**config.mk**
```make
export PLATFORM = sky130hd
export DESIGN_NAME = ws2812_pixel_transmitter
export DESIGN_NICKNAME = d
export VERILOG_FILES = /design/src/hw/rtl/ws2812_tx_pkg.sv /design/src/hw/rtl/ws2812_pixel_transmitter.sv
export SDC_FILE = /design/constraint.sdc
export NUM_CORES = 1
export LEC_CHECK = 0
export BUFFER_PORTS_ARGS = -buffer_cell sky130_fd_sc_hd__buf_2
export CAP_MARGIN = 5
export CORE_ASPECT_RATIO = 1.75
export CORE_MARGIN = 3
export CORE_UTILIZATION = 60
export DETAILED_ROUTE_END_ITERATION = 16
export PLACE_DENSITY = 0.82
export REMOVE_ABC_BUFFERS = 1
export SYNTH_ARGS = -nofsm -noshare
export SYNTH_HDL_FRONTEND = slang
export SYNTH_SLANG_ARGS = --single-unit
```
**constraint.sdc**
```tcl
create_clock -name aclk -period 10.35 [get_ports aclk]
set_input_delay 2.5875 -clock aclk [delete_from_list [all_inputs] [get_ports aclk]]
set_output_delay 2.5875 -clock aclk [all_outputs]
set_load 0.005 [all_outputs]
```
**src/hw/rtl/ws2812_tx_pkg.sv**
```systemverilog
// shared constants and codes for the ws2812 pixel transmitter
package ws2812_tx_pkg;

    // color channels per frame (3 for rgb parts, 4 adds a trailing zero byte)
    localparam int COLOR_CHANNELS = 3;
    localparam int FRAME_BITS     = 8 * COLOR_CHANNELS;
    localparam int BIT_CNT_W      = $clog2(FRAME_BITS + 1);

    // stream payload widths
    localparam int CMD_W       = 2;
    localparam int COLOR_W     = 8;
    localparam int IN_DATA_W   = 3 * COLOR_W;
    localparam int OUT_DATA_W  = 8;
    localparam int TICK_W      = 8;
    localparam int LATCH_W     = 12;

    // configuration port
    localparam int CFG_INDEX_W = 3;
    localparam int CFG_DATA_W  = 12;

    localparam logic [CFG_INDEX_W-1:0] REG_OUTPUT_ENABLED     = 3'd0;
    localparam logic [CFG_INDEX_W-1:0] REG_BRIGHTNESS_PERCENT = 3'd1;
    localparam logic [CFG_INDEX_W-1:0] REG_ZERO_HIGH_TICKS    = 3'd2;
    localparam logic [CFG_INDEX_W-1:0] REG_ZERO_LOW_TICKS     = 3'd3;
    localparam logic [CFG_INDEX_W-1:0] REG_ONE_HIGH_TICKS     = 3'd4;
    localparam logic [CFG_INDEX_W-1:0] REG_ONE_LOW_TICKS      = 3'd5;
    localparam logic [CFG_INDEX_W-1:0] REG_LATCH_LOW_TICKS    = 3'd6;

    // command codes carried on s_tuser
    localparam logic [CMD_W-1:0] CMD_TICK    = 2'd0;
    localparam logic [CMD_W-1:0] CMD_LOAD    = 2'd1;
    localparam logic [CMD_W-1:0] CMD_REFRESH = 2'd2;

    // result bit positions in m_tdata
    localparam int OUT_LEVEL_BIT    = 0;
    localparam int OUT_BUSY_BIT     = 1;
    localparam int OUT_ACCEPTED_BIT = 2;

    // brightness scaling: floor(c*b/100) == (c * b * SCALE_RECIP) >> SCALE_SHIFT
    // for every 8-bit c and b up to 100
    localparam int BRIGHT_W     = 7;
    localparam int BRIGHT_MAX   = 100;
    localparam int SCALE_SHIFT  = 19;
    localparam int SCALE_RECIP  = (2 ** SCALE_SHIFT + BRIGHT_MAX - 1) / BRIGHT_MAX;
    localparam int FACTOR_W     = BRIGHT_W + 13;
    localparam int PROD_W       = COLOR_W + FACTOR_W;

    // reset values of the registers
    localparam logic                 RST_OUTPUT_ENABLED = 1'b1;
    localparam logic [BRIGHT_W-1:0]  RST_BRIGHTNESS     = 7'd50;
    localparam logic [TICK_W-1:0]    RST_ZERO_HIGH      = 8'd4;
    localparam logic [TICK_W-1:0]    RST_ZERO_LOW       = 8'd8;
    localparam logic [TICK_W-1:0]    RST_ONE_HIGH       = 8'd8;
    localparam logic [TICK_W-1:0]    RST_ONE_LOW        = 8'd4;
    localparam logic [LATCH_W-1:0]   RST_LATCH_LOW      = 12'd500;
    localparam logic [FACTOR_W-1:0]  RST_FACTOR         =
        FACTOR_W'(int'(RST_BRIGHTNESS) * SCALE_RECIP);

endpackage

```
**src/hw/rtl/ws2812_pixel_transmitter.sv**
```systemverilog
// ws2812 pixel transmitter: command decode, frame shifter and bit timing
//
// One item is taken per clock, a tick, a color load or a refresh, and its
// single result appears on the m_ side from an output register; the input
// stalls only while that register holds a result that is not being taken. A
// tick moves the line waveform one step. A load or refresh starts a frame only
// while the line is idle (a refresh only once a color was loaded), scaling each
// channel by the brightness with one 8x20 multiplier per channel in that same
// cycle; the scale factor itself is formed when brightness or enable is written.
// Bits go out red first, msb first, followed by the latch low period. A zero
// tick count lasts one tick. No clearing pass is needed after reset.
module ws2812_pixel_transmitter (
    input  logic                                    aclk,
    input  logic                                    aresetn,
    // configuration write channel
    input  logic                                    cfg_valid,
    output logic                                    cfg_ready,
    input  logic [ws2812_tx_pkg::CFG_INDEX_W-1:0]   cfg_index,
    input  logic [ws2812_tx_pkg::CFG_DATA_W-1:0]    cfg_data,
    // input items
    input  logic                                    s_tvalid,
    output logic                                    s_tready,
    input  logic [ws2812_tx_pkg::IN_DATA_W-1:0]     s_tdata,   // red, green, blue
    input  logic [ws2812_tx_pkg::CMD_W-1:0]         s_tuser,   // cmd
    // result items
    output logic                                    m_tvalid,
    input  logic                                    m_tready,
    output logic [ws2812_tx_pkg::OUT_DATA_W-1:0]    m_tdata    // line_level, busy_res,
                                                               // accepted, zero pad
);
    import ws2812_tx_pkg::*;

    localparam logic [1:0] PH_IDLE  = 2'd0;
    localparam logic [1:0] PH_HIGH  = 2'd1;
    localparam logic [1:0] PH_LOW   = 2'd2;
    localparam logic [1:0] PH_LATCH = 2'd3;

    function automatic logic [LATCH_W-1:0] at_least_one(input logic [LATCH_W-1:0] v);
        return (v == '0) ? LATCH_W'(1) : v;
    endfunction

    function automatic logic [COLOR_W-1:0] scale_channel(input logic [COLOR_W-1:0] c,
                                                         input logic [FACTOR_W-1:0] f);
        logic [PROD_W-1:0] p;
        p = PROD_W'(c) * PROD_W'(f);
        return p[SCALE_SHIFT +: COLOR_W];
    endfunction

    // configuration registers
    logic                 enable_reg,     enable_next;
    logic [BRIGHT_W-1:0]  bright_reg,     bright_next;
    logic [FACTOR_W-1:0]  factor_reg,     factor_next;
    logic [TICK_W-1:0]    zero_high_reg,  zero_high_next;
    logic [TICK_W-1:0]    zero_low_reg,   zero_low_next;
    logic [TICK_W-1:0]    one_high_reg,   one_high_next;
    logic [TICK_W-1:0]    one_low_reg,    one_low_next;
    logic [LATCH_W-1:0]   latch_low_reg,  latch_low_next;

    // transmitter state
    logic [COLOR_W-1:0]    red_reg,   red_next;
    logic [COLOR_W-1:0]    green_reg, green_next;
    logic [COLOR_W-1:0]    blue_reg,  blue_next;
    logic                  color_valid_reg, color_valid_next;
    logic [FRAME_BITS-1:0] frame_shift_reg, frame_shift_next;
    logic [BIT_CNT_W-1:0]  bits_left_reg,   bits_left_next;
    logic [1:0]            phase_reg,       phase_next;
    logic [LATCH_W-1:0]    ticks_left_reg,  ticks_left_next;

    // output register
    logic                  out_valid_reg, out_valid_next;
    logic [OUT_DATA_W-1:0] out_data_reg,  out_data_next;

    logic                  s_accept;
    logic [CMD_W-1:0]      cmd;
    logic [COLOR_W-1:0]    src_red, src_green, src_blue;
    logic [3*COLOR_W-1:0]  scaled_rgb;
    logic [FRAME_BITS-1:0] new_frame;
    logic [FRAME_BITS-1:0] shifted_frame;
    logic [BIT_CNT_W-1:0]  bits_dec;
    logic                  start_frame;
    logic                  level;
    logic                  busy;
    logic                  accepted;
    logic                  en_w;
    logic [BRIGHT_W-1:0]   br_w;

    assign cfg_ready = 1'b1;
    assign s_tready  = !out_valid_reg || m_tready;
    assign s_accept  = s_tvalid && s_tready;
    assign cmd       = s_tuser;
    assign m_tvalid  = out_valid_reg;
    assign m_tdata   = out_data_reg;

    // configuration writes
    always_comb begin
        enable_next    = enable_reg;
        bright_next    = bright_reg;
        zero_high_next = zero_high_reg;
        zero_low_next  = zero_low_reg;
        one_high_next  = one_high_reg;
        one_low_next   = one_low_reg;
        latch_low_next = latch_low_reg;
        if (cfg_valid) begin
            unique case (cfg_index)
                REG_OUTPUT_ENABLED:     enable_next = cfg_data[0];
                REG_BRIGHTNESS_PERCENT: begin
                    bright_next = (cfg_data[BRIGHT_W-1:0] > BRIGHT_W'(BRIGHT_MAX))
                                ? BRIGHT_W'(BRIGHT_MAX) : cfg_data[BRIGHT_W-1:0];
                end
                REG_ZERO_HIGH_TICKS:    zero_high_next = cfg_data[TICK_W-1:0];
                REG_ZERO_LOW_TICKS:     zero_low_next  = cfg_data[TICK_W-1:0];
                REG_ONE_HIGH_TICKS:     one_high_next  = cfg_data[TICK_W-1:0];
                REG_ONE_LOW_TICKS:      one_low_next   = cfg_data[TICK_W-1:0];
                REG_LATCH_LOW_TICKS:    latch_low_next = cfg_data[LATCH_W-1:0];
                default: ;
            endcase
        end
        en_w        = enable_next;
        br_w        = bright_next;
        // scale factor ready in the same edge as the write
        factor_next = en_w ? FACTOR_W'(int'(br_w) * SCALE_RECIP) : '0;
    end

    // frame built from the color that the frame starts with
    assign src_red    = (cmd == CMD_LOAD) ? s_tdata[COLOR_W-1:0]           : red_reg;
    assign src_green  = (cmd == CMD_LOAD) ? s_tdata[2*COLOR_W-1:COLOR_W]   : green_reg;
    assign src_blue   = (cmd == CMD_LOAD) ? s_tdata[3*COLOR_W-1:2*COLOR_W] : blue_reg;
    assign scaled_rgb = {scale_channel(src_red,   factor_reg),
                         scale_channel(src_green, factor_reg),
                         scale_channel(src_blue,  factor_reg)};
    assign new_frame  = FRAME_BITS'(scaled_rgb) << (FRAME_BITS - 3 * COLOR_W);

    assign shifted_frame = frame_shift_reg << 1;
    assign bits_dec      = (bits_left_reg != '0) ? bits_left_reg - BIT_CNT_W'(1)
                                                 : bits_left_reg;

    always_comb begin
        red_next         = red_reg;
        green_next       = green_reg;
        blue_next        = blue_reg;
        color_valid_next = color_valid_reg;
        frame_shift_next = frame_shift_reg;
        bits_left_next   = bits_left_reg;
        phase_next       = phase_reg;
        ticks_left_next  = ticks_left_reg;
        start_frame      = 1'b0;
        level            = 1'b0;
        accepted         = 1'b0;

        if (s_accept) begin
            case (cmd)
                CMD_TICK: begin
                    if (phase_reg != PH_IDLE) begin
                        level = (phase_reg == PH_HIGH);
                        if (ticks_left_reg > LATCH_W'(1)) begin
                            ticks_left_next = ticks_left_reg - LATCH_W'(1);
                        end else begin
                            unique case (phase_reg)
                                PH_HIGH: begin
                                    phase_next      = PH_LOW;
                                    ticks_left_next = at_least_one(LATCH_W'(
                                        frame_shift_reg[FRAME_BITS-1] ? one_low_reg
                                                                      : zero_low_reg));
                                end
                                PH_LOW: begin
                                    frame_shift_next = shifted_frame;
                                    bits_left_next   = bits_dec;
                                    if (bits_dec != '0) begin
                                        phase_next      = PH_HIGH;
                                        ticks_left_next = at_least_one(LATCH_W'(
                                            shifted_frame[FRAME_BITS-1] ? one_high_reg
                                                                        : zero_high_reg));
                                    end else begin
                                        phase_next      = PH_LATCH;
                                        ticks_left_next = at_least_one(latch_low_reg);
                                    end
                                end
                                PH_LATCH: begin
                                    phase_next       = PH_IDLE;
                                    ticks_left_next  = '0;
                                    frame_shift_next = '0;
                                end
                                default: ;
                            endcase
                        end
                    end
                end
                CMD_LOAD: begin
                    if (phase_reg == PH_IDLE) begin
                        red_next         = src_red;
                        green_next       = src_green;
                        blue_next        = src_blue;
                        color_valid_next = 1'b1;
                        start_frame      = 1'b1;
                    end
                end
                CMD_REFRESH: begin
                    if (phase_reg == PH_IDLE && color_valid_reg) begin
                        start_frame = 1'b1;
                    end
                end
                default: ;
            endcase
        end

        if (start_frame) begin
            accepted         = 1'b1;
            frame_shift_next = new_frame;
            bits_left_next   = BIT_CNT_W'(FRAME_BITS);
            phase_next       = PH_HIGH;
            ticks_left_next  = at_least_one(LATCH_W'(
                new_frame[FRAME_BITS-1] ? one_high_reg : zero_high_reg));
        end

        // a tick reports the tick it spent, other items the state they leave
        busy = (cmd == CMD_TICK) ? (phase_reg != PH_IDLE) : (phase_next != PH_IDLE);
    end

    // output register, refilled on every accepted item
    always_comb begin
        out_valid_next = out_valid_reg;
        out_data_next  = out_data_reg;
        if (s_accept) begin
            out_valid_next                  = 1'b1;
            out_data_next                   = '0;
            out_data_next[OUT_LEVEL_BIT]    = level;
            out_data_next[OUT_BUSY_BIT]     = busy;
            out_data_next[OUT_ACCEPTED_BIT] = accepted;
        end else if (m_tready) begin
            out_valid_next = 1'b0;
        end
    end

    always_ff @(posedge aclk) begin
        if (!aresetn) begin
            enable_reg      <= RST_OUTPUT_ENABLED;
            bright_reg      <= RST_BRIGHTNESS;
            factor_reg      <= RST_FACTOR;
            zero_high_reg   <= RST_ZERO_HIGH;
            zero_low_reg    <= RST_ZERO_LOW;
            one_high_reg    <= RST_ONE_HIGH;
            one_low_reg     <= RST_ONE_LOW;
            latch_low_reg   <= RST_LATCH_LOW;
            color_valid_reg <= 1'b0;
            bits_left_reg   <= '0;
            phase_reg       <= PH_IDLE;
            ticks_left_reg  <= '0;
            out_valid_reg   <= 1'b0;
        end else begin
            enable_reg      <= enable_next;
            bright_reg      <= bright_next;
            factor_reg      <= factor_next;
            zero_high_reg   <= zero_high_next;
            zero_low_reg    <= zero_low_next;
            one_high_reg    <= one_high_next;
            one_low_reg     <= one_low_next;
            latch_low_reg   <= latch_low_next;
            color_valid_reg <= color_valid_next;
            bits_left_reg   <= bits_left_next;
            phase_reg       <= phase_next;
            ticks_left_reg  <= ticks_left_next;
            out_valid_reg   <= out_valid_next;
        end
    end

    always_ff @(posedge aclk) begin
        red_reg         <= red_next;
        green_reg       <= green_next;
        blue_reg        <= blue_next;
        frame_shift_reg <= frame_shift_next;
        out_data_reg    <= out_data_next;
    end

endmodule

```
==> results of run 1 <==
## how the worst max path moves through the flow
stage	slack, ns	to	start
floorplan	2.06	frame_shift_reg[23]$_DFFE_PP_	s_tuser[1]
global placement	1.42	frame_shift_reg[23]$_DFFE_PP_	s_tuser[1]
detailed placement	1.22	frame_shift_reg[23]$_DFFE_PP_	s_tuser[1]
CTS	1.62	frame_shift_reg[5]$_DFFE_PP_	s_tuser[1]
global route	1.34	frame_shift_reg[5]$_DFFE_PP_	s_tuser[1]
finish	1.56	frame_shift_reg[5]$_DFFE_PP_	s_tuser[1]
## power groups by stage
stage,combinational [mW],clock (mW),sequential [mW]
2_1_floorplan,3.45,0,0.719
3_3_place_gp,4.36,0,0.711
3_5_place_dp,4.65,0,0.713
4_1_cts,4.70,0.627,0.701
5_1_grt,5.35,0.643,0.707
6_report,4.67,0.621,0.704
## metrics by stage
stage          hold WS [ns]  area, µm²
2_1_floorplan         0.436      20500
6_report              0.460      22100
5_1_grt               0.484      22100
3_3_place_gp          0.447      21500
3_5_place_dp          0.449      21500
4_1_cts               0.457      22100
## layer usage
layer	global-route usage [%]	part of all wire, %
met5	0	0
met1	28.4	35
met3	2.82	4.1
met4	16.6	5.8
met2	53.2	55
## cells in the mapped netlist (all sizes together), types with 19 or more instances
library cell,n,share of area [%]
a211oi,19,0.73
a21oi,90,2.2
and2,250,7.4
and3,23,0.68
clkbuf,115,2.1
dfxtp,93,8.8
edfxtp,51,7.3
fa,336,32
ha,188,11
inv,335,6.0
mux2,25,1.3
mux2i,19,0.90
nand2,381,6.8
nand3,42,1.0
nor2,72,1.3
nor3,28,0.67
o21ai,55,1.3
xnor2,27,1.1
xor2,19,0.79
## layout make-up
| type | instances | area (µm²) |
|---|---|---|
| Inverter | 336 | 1260 |
| Clock inverter | 12 | 131 |
| Clock buffer | 20 | 447 |
| Sequential cell | 144 | 3390 |
| Tap cell | 460 | 576 |
| Multi-Input combinational cell | 1733 | 15900 |
| Timing Repair Buffer | 71 | 408 |
| Fill cell | 2740 | 12500 |
## logic make-up (layout without fill, tap and decap cells)
| kind of cell | count (synthesis) | in the layout | synth area share (%) |
|---|---|---|---|
| other cells | 2 | 6 | 0.0357 |
| simple gates | 858 | 858 | 20.0 |
| fa+ha+maj | 524 | 524 | 43.1 |
| compound gates | 255 | 255 | 7.95 |
| buf+inv | 469 | 439 | 8.63 |
| flops | 144 | 144 | 16.1 |
| mux | 44 | 44 | 2.24 |
| xor+xnor | 46 | 46 | 1.91 |
## worst max-delay path: stages
cell      delay [ns]
buf_2           0.11
inv_1           0.07
ha_1            0.75
buf_4           0.38
mux2_2          0.52
and2_1          0.24
fa_1            0.54
inv_1           0.06
fa_1            0.55
fa_1            0.42
fa_1            0.50
inv_1           0.05
ha_1            0.30
a21o_1          0.16
a21o_1          0.17
a21oi_1         0.22
o21ai_0         0.20
o31ai_2         0.33
a21oi_2         0.15
a311oi_1        0.39
xor2_1          0.19
o21ai_0         0.10
==> flow_summary.toml, run 1 <==
[status]
status = "finished, final reports clean"

[clocking]
cts.sinks = 144
cts_inserted_buffers = 17
path_clk_slew_ns = 0.06
cts_resized = 0
cts_setup_buffers = 0
postCtsHoldBufs = 0
cts.htree.levels = 4
clkLatencyLatePin_ns = 0.46
tritoncts = "yes"
root_buffer = "clkbuf_16"
cts_buffer_depth = 2

[synth]
async_flop_share_pct = 0
yosys_warnings = 0
synth_cells = 2342
yosysSeqAreaShare_pct = 16.1
synth_edf_count = 51
syn-cell-area_um2 = 21100
synthFlopType = "dfxtp_1"
ys_ff_latch = 144
yosysUniqueCellTypes = 76
synth.avg_cell_area_um2 = 8.99

[global_routing]
grt_pass1_wl_um = 83500
grt_antenna_before_repair = 0
grt_max_degree = 60
track_usage_pct = 27.6
grt-ovfl-total = 0
grt_pass1_vias = 17800

[pwr]
p_comb_share_pct = 77.9
peakVddDrop_v = 0.000193
p_total_mw = 6.00
pwr_density_cell_nw_per_um2 = 272
p_switching_mw = 2.98
leakagePower_nw = 10.1
power_frac_seq_pct = 11.7
clock_power_share_pct = 10.3
swShare_pct = 49.7
power.internal_mw = 3.02

[routing]
ant_nets = 0
drc = 0
vias_per_cell = 5.84
drt_wl_total_um = 49800
routedWlPerCell_um = 17.9
num_vias = 16200
drt_iter0_drc = 967
first_pass_iters = 5

[die]
die_area_um2 = 37500
core_um2 = 34600
die_y_um = 254
rows = 90
start_util_pct = 60.9
boundaryPins = 57
die_width_um = 148

[worst_setup_path]
r2r_end = "frame_shift_reg[23]$_DFFE_PP_"
crit_arrival_ns = 8.99
end_kind = "register"
crit_type = "in2reg"
critPathMaxFanout = 21
worstPathRequired_ns = 10.55
ff2ff_path_depth = 15
r2r-start = "factor_reg[9]$_SDFF_PN0_"
rrSetupSlack_ns = 4.39
start_kind = "input port"

[layout]
fin_cells = 2776
final_cell_mix = "381 x nand2_1, 336 x fa_1, 334 x inv_1"
post-route-util_pct = 63.9
area_delta_synth_final_pct = 4.87
largest_reg_flops = 24
final_common_cell = "nand2_1"
num_antenna_cells = 0
drive_gt1_share_pct = 6.39
final_nets = 2873

[timing]
worst_pin_slew_ns = 1.20
finalHoldViolCount = 0
drv_slew = 0
fin_tns_setup_ns = 0
final.setup.worst_slack_ns = 1.56
max_freq_ghz = 0.114
rsz0062_at_grt = "no"
fin_crit_sh_pct = 84.9
fin_worst_skew_ns = 0.0159
setup_viol = 0
max_slew_margin_pct = 19.9
min_period_ns = 8.79

[place]
dp.cells = 2744
numPortBuffers = 50
pre_cts_ws_ns = 1.22
finalWeightedCongestion = 0.904
hpwl_um = 39100

[hold_path]
worstHoldEndpoint = "latch_low_reg[0]$_SDFFE_PN0P_"
hold_path_depth = 2
min_from = "latch_low_reg[0]$_SDFFE_PN0P_"
min_path_type = "reg2reg"

[run]
maxCapViolCount = 0
Note: power is estimated with default switching activity, not from simulation.
==> run 2, diff against run 1 <==
--- a/config.mk
+++ b/config.mk
@@ -5,6 +5,7 @@
 export SDC_FILE = /design/constraint.sdc
 export NUM_CORES = 1
 export LEC_CHECK = 0
+export ABC_AREA = 1
 export BUFFER_PORTS_ARGS = -buffer_cell sky130_fd_sc_hd__buf_2
 export CAP_MARGIN = 5
 export CORE_ASPECT_RATIO = 1.75
==> constraint.sdc (replaced) <==
create_clock -name aclk -period 9.05 [get_ports aclk]
set_input_delay 2.2625 -clock aclk [delete_from_list [all_inputs] [get_ports aclk]]
set_output_delay 2.2625 -clock aclk [all_outputs]
set_load 0.005 [all_outputs]
==> flow_summary.toml, run 2 <==
[layout]
area_delta_synth_final_pct = 5.82
largest_reg_flops = 24
final_nets = 3292
final_common_cell = "nand2_1"
final_cell_mix = "515 x nand2_1, 482 x inv_1, 363 x nor2_1"
final_area_um2 = 22700
num_antenna_cells = 0
drive_gt1_share_pct = 5.70

[synth]
synth.most_common_cell = "nand2_1"
synth_cells = 2724
yosys_warnings = 0
synth_edf_count = 51
yosysSeqAreaShare_pct = 15.8
netlist.area_leader.share_pct = 31.3
syn-cell-area_um2 = 21500
ys_ff_latch = 144
yosys.area.top_type = "fa_1"
yosysUniqueCellTypes = 53
async_flop_share_pct = 0
synth.avg_cell_area_um2 = 7.88
synthFlopType = "dfxtp_1"
synth_area_leaders = "fa_1 31%, ha_1 11%, nand2_1 9.0%"
yosys-top-cells-count = "515 x nand2_1, 482 x inv_1, 363 x nor2_1"

[timing]
setup_viol = 0
drv_slew = 0
fin_tns_setup_ns = 0
final.setup.worst_slack_ns = 1.03
rsz0062_at_grt = "no"
fin_worst_skew_ns = 0.0169
min_period_ns = 8.02
worst_pin_slew_ns = 1.08
max_freq_ghz = 0.125
finalHoldViolCount = 0
max_slew_margin_pct = 27.2
fin_crit_sh_pct = 88.6

[pwr]
p_switching_mw = 4.72
pwr_density_cell_nw_per_um2 = 373
swShare_pct = 55.7
clock_power_share_pct = 8.9
power_frac_seq_pct = 9.8
peakVddDrop_v = 0.000282
leakagePower_nw = 11.0
power.internal_mw = 3.76
p_comb_share_pct = 81.3

[place]
hpwl_um = 48200
place_area_um2 = 22100
finalWeightedCongestion = 0.991
numPortBuffers = 50
pre_cts_ws_ns = 0.614

[clocking]
cts_inserted_buffers = 17
clkLatencyLatePin_ns = 0.45
cts.htree.levels = 4
cts_resized = 0
tritoncts = "yes"
cts_buffer_depth = 2
cts.sinks = 144
path_clk_slew_ns = 0.06
postCtsHoldBufs = 0
cts_setup_buffers = 0
root_buffer = "clkbuf_16"

[run]
maxCapViolCount = 0

[routing]
first_pass_iters = 7
routedWlPerCell_um = 18.9
drt_wl_total_um = 60600
drt_iter0_drc = 1373
ant_nets = 0
num_vias = 18800
vias_per_cell = 5.87
drc = 0

[global_routing]
grt_max_degree = 51
grt_pass1_vias = 19800
track_usage_pct = 32.4
grt-ovfl-total = 0
grt_pass1_wl_um = 97300
grt_antenna_before_repair = 0

[die]
die_area_um2 = 38200
boundaryPins = 57
rows = 91
core_um2 = 35300
die_y_um = 256
die_width_um = 149
start_util_pct = 60.8

[worst_setup_path]
end_kind = "register"
crit_buf_inv = 3
crit_type = "in2reg"
critPathMaxStageDelay_ns = 0.63
worstPathRequired_ns = 9.35
critPathMostFrequentCell = "nand2_1"
crit_arrival_ns = 8.32
critPathMaxFanout = 17
start_kind = "input port"
slowest_stage = "clkinv_1"
critPathTopFamily = "adder cells"

[status]
status = "finished, final reports clean"

[hold_path]
min_path_type = "reg2reg"
## run 2: changes by cell type after synthesis, sizes merged, moves of 36 or more
cell | before | now
a21oi | 90 | 147
and2 | 250 | 0
clkbuf | 115 | 79
inv | 335 | 486
nand2 | 381 | 522
nor2 | 72 | 365
o21ai | 55 | 160
## run 2: cells by family after synthesis
group / synth area share [%]
and+or+nand+nor: 19.5
buffers and inverters: 10.6
adders and majority gates: 42.3
AOI/OAI and AO/OA: 10.3
DFF: 15.8
xor gates and xnor gates: 1.26
muxes: 0.192
other: 0.0350
## run 2: layout make-up
| class | count | area [µm²] |
|---|---|---|
| clock inverter | 9 | 114 |
| multi-input combinational | 1987 | 15800 |
| clock buffer | 23 | 522 |
| timing repair buffer | 73 | 423 |
| inverter | 499 | 1870 |
| sequential | 144 | 3390 |
| fill | 2977 | 12600 |
| tap | 465 | 582 |
## run 2: power by group through the flow
| stage | Sequential [mW] | Combinational (mW) | Clock [mW] |
|---|---|---|---|
| after global routing | 0.829 | 7.86 | 0.790 |
| after global placement | 0.835 | 6.58 | 0 |
| after CTS | 0.822 | 6.86 | 0.764 |
| after detailed placement | 0.836 | 6.78 | 0 |
| after floorplan | 0.798 | 5.12 | 0 |
| final | 0.831 | 6.89 | 0.756 |
## run 2: final timing paths
path	to	slack, ns	cells after the start	start
max	ticks_left_reg[0]$_SDFFE_PN0P_	1.03	26	s_tuser[1]
min	one_low_reg[5]$_SDFFE_PN0P_	0.46	2	one_low_reg[5]$_SDFFE_PN0P_
max reg2reg	ticks_left_reg[0]$_SDFFE_PN0P_	3.07	23	red_reg[2]$_DFFE_PP_
min reg2reg	one_low_reg[5]$_SDFFE_PN0P_	0.46	2	one_low_reg[5]$_SDFFE_PN0P_
## run 2: through the flow
| step | instances | utilization, % | power (mW) | hold slack [ns] |
|---|---|---|---|---|
| 2_1_floorplan | 2630 | - | 5.92 | 0.424 |
| 3_3_place_gp | 3168 | 62.6 | 7.41 | 0.435 |
| 3_5_place_dp | 3168 | 62.6 | 7.62 | 0.449 |
| 4_1_cts | 3200 | 64.4 | 8.44 | 0.459 |
| 5_1_grt | 3200 | 64.4 | 9.48 | 0.477 |
| 6_report | 3200 | 64.4 | 8.48 | 0.456 |
## run 2: tightest hold or removal path, cell delays in order, from the launching register on
cell	delay, ns
dfxtp_1	0.30
inv_1	0.06
a21oi_1	0.05
## run 2: per-layer routing
metal,vias up,track usage (%),wire [µm]
li1,8479,-,-
met1,8990,34.7,19800
met2,968,57.0,30800
met3,347,4.23,4230
met4,0,24.8,5750
met5,-,0,0
==> run 3, diff against run 2 <==
--- a/config.mk
+++ b/config.mk
@@ -8,7 +8,7 @@
 export ABC_AREA = 1
 export BUFFER_PORTS_ARGS = -buffer_cell sky130_fd_sc_hd__buf_2
 export CAP_MARGIN = 5
-export CORE_ASPECT_RATIO = 1.75
+export CORE_ASPECT_RATIO = 0.7
 export CORE_MARGIN = 3
 export CORE_UTILIZATION = 60
 export DETAILED_ROUTE_END_ITERATION = 16
==> flow_summary.toml, run 3 (synthesized netlist as in run 2, its figures left out) <==
[timing]
fin_crit_sh_pct = 89.8
finalHoldViolCount = 0
worst_pin_slew_ns = 1.11
setup_viol = 0
fin_worst_skew_ns = 0.0126
rsz0062_at_grt = "no"
max_slew_margin_pct = 25.6
fin_tns_setup_ns = 0
min_period_ns = 8.12
max_freq_ghz = 0.123
drv_slew = 0
final.setup.worst_slack_ns = 0.925
hold_ws_ns = 0.459

[place]
finalWeightedCongestion = 0.979
pre_cts_ws_ns = 0.802
numPortBuffers = 50
hpwl_um = 47900

[routing]
first_pass_iters = 9
drt_wl_total_um = 62800
drt_iter0_drc = 2115
ant_nets = 0
vias_per_cell = 5.90
routedWlPerCell_um = 19.6
drc = 0
num_vias = 18900

[worst_setup_path]
rrSetupSlack_ns = 2.81
crit_arrival_ns = 8.33
slowest_stage = "clkinv_1"
critPathMaxFanout = 17
critPathMostFrequentCell = "fa_1"
crit_buf_inv = 4
end_kind = "register"
start_kind = "input port"
critPathTopFamily = "adder cells"
crit_chain = "buf_2 > inv_1 > ha_1 > buf_4 > o21ai_1 > clkinv_1 > nor2_1 > fa_1 > fa_1 > fa_1 > fa_1 > ha_1 > nand2_1 > nor4_1 > nand4_1 > nand3_1 > nand2_1 > nand2_1 > a21oi_1 > xor2_1 > a22o_1"
worstPathRequired_ns = 9.25
ff2ff_path_depth = 16
r2r-start = "factor_reg[5]$_SDFF_PN0_"
critPathMaxStageDelay_ns = 0.68
crit_type = "in2reg"
r2r_end = "frame_shift_reg[21]$_DFFE_PP_"

[global_routing]
grt_antenna_before_repair = 1
grt_pass1_vias = 19000
grt_max_degree = 51
grt_pass1_wl_um = 101000
track_usage_pct = 34.2
grt-ovfl-total = 0

[die]
core_um2 = 35000
die_y_um = 164
die_area_um2 = 38100
boundaryPins = 57
rows = 57
die_width_um = 232
start_util_pct = 61.3

[clocking]
cts.htree.levels = 4
clkLatencyLatePin_ns = 0.45
cts_buffer_depth = 2
cts_resized = 0
tritoncts = "yes"
root_buffer = "clkbuf_16"
cts.sinks = 144
path_clk_slew_ns = 0.06
cts_setup_buffers = 0
postCtsHoldBufs = 0
cts_inserted_buffers = 17

[layout]
num_antenna_cells = 0
drive_gt1_share_pct = 5.78
area_delta_synth_final_pct = 5.96
final_common_cell = "nand2_1"
final_cell_mix = "515 x nand2_1, 482 x inv_1, 363 x nor2_1"
largest_reg_flops = 24
final_nets = 3292

[hold_path]
min_from = "one_low_reg[5]$_SDFFE_PN0P_"
min_path_type = "reg2reg"
hold_path_depth = 2
worstHoldEndpoint = "one_low_reg[5]$_SDFFE_PN0P_"

[run]
maxCapViolCount = 0

[pwr]
peakVddDrop_v = 0.000291
pwr_density_cell_nw_per_um2 = 388
leakagePower_nw = 11.1

[status]
status = "finished, final reports clean"
run 3: cell count changes in the layout (fill, tap and decap cells not counted):
cell / delta
inv_6: -2
bufinv_16: +1
clkinvlp_4: -1
clkbuf_16: -1
inv_4: -1
clkinv_2: +2
inv_8: +4
clkbuf_1: -2
run 3: tightest hold or removal path, delay by kind of cell, from the launching register on:
family,cells,cell delay (ns)
flip-flops,1,0.29
buffers and inverters,1,0.06
AO/OA/AOI/OAI,1,0.06
run 3: area by class of cell:
cell class | count | area (µm²)
Timing Repair Buffer | 73 | 423
Fill cell | 2886 | 12300
Clock inverter | 12 | 168
Sequential cell | 144 | 3390
Inverter | 499 | 1870
Tap cell | 472 | 591
Clock buffer | 20 | 489
Multi-Input combinational cell | 1987 | 15800
run 3: where the power goes:
| part | leakage [nW] | internal [mW] | total [mW] | switching, mW |
|---|---|---|---|---|
| Clock | 0.328 | 0.481 | 0.800 | 0.319 |
| Sequential | 1.23 | 0.718 | 0.843 | 0.126 |
| Combinational | 9.50 | 2.65 | 7.19 | 4.54 |
run 3: routing by layer:
layer	share of wire, %	up-vias	GRT usage (%)
li1	-	8466	-
met1	40	9040	47.5
met2	41	1225	48.8
met3	15	197	13.4
met4	3.8	4	11.7
met5	0.15	-	1.69
run 3: worst max path at each step:
stage	start	to	slack (ns)	cells after the start
floorplan	s_tuser[1]	frame_shift_reg[14]$_DFFE_PP_	1.20	21
global placement	s_tuser[1]	frame_shift_reg[14]$_DFFE_PP_	0.94	27
CTS	s_tuser[1]	frame_shift_reg[21]$_DFFE_PP_	1.18	21
finish	s_tuser[1]	frame_shift_reg[21]$_DFFE_PP_	0.93	21
detailed placement	s_tuser[1]	frame_shift_reg[14]$_DFFE_PP_	0.80	23
global route	s_tuser[1]	ticks_left_reg[0]$_SDFFE_PN0P_	0.79	27
run 3: through the flow:
stage,cells,utilization [%],instance area [µm²],power (mW)
after floorplan,2630,-,21100,5.92
final,3207,65.0,22700,8.83
after detailed placement,3175,63.1,22100,7.71
after global placement,3175,63.1,22100,7.48
after CTS,3207,65.0,22700,8.61
after global routing,3207,65.0,22700,9.77
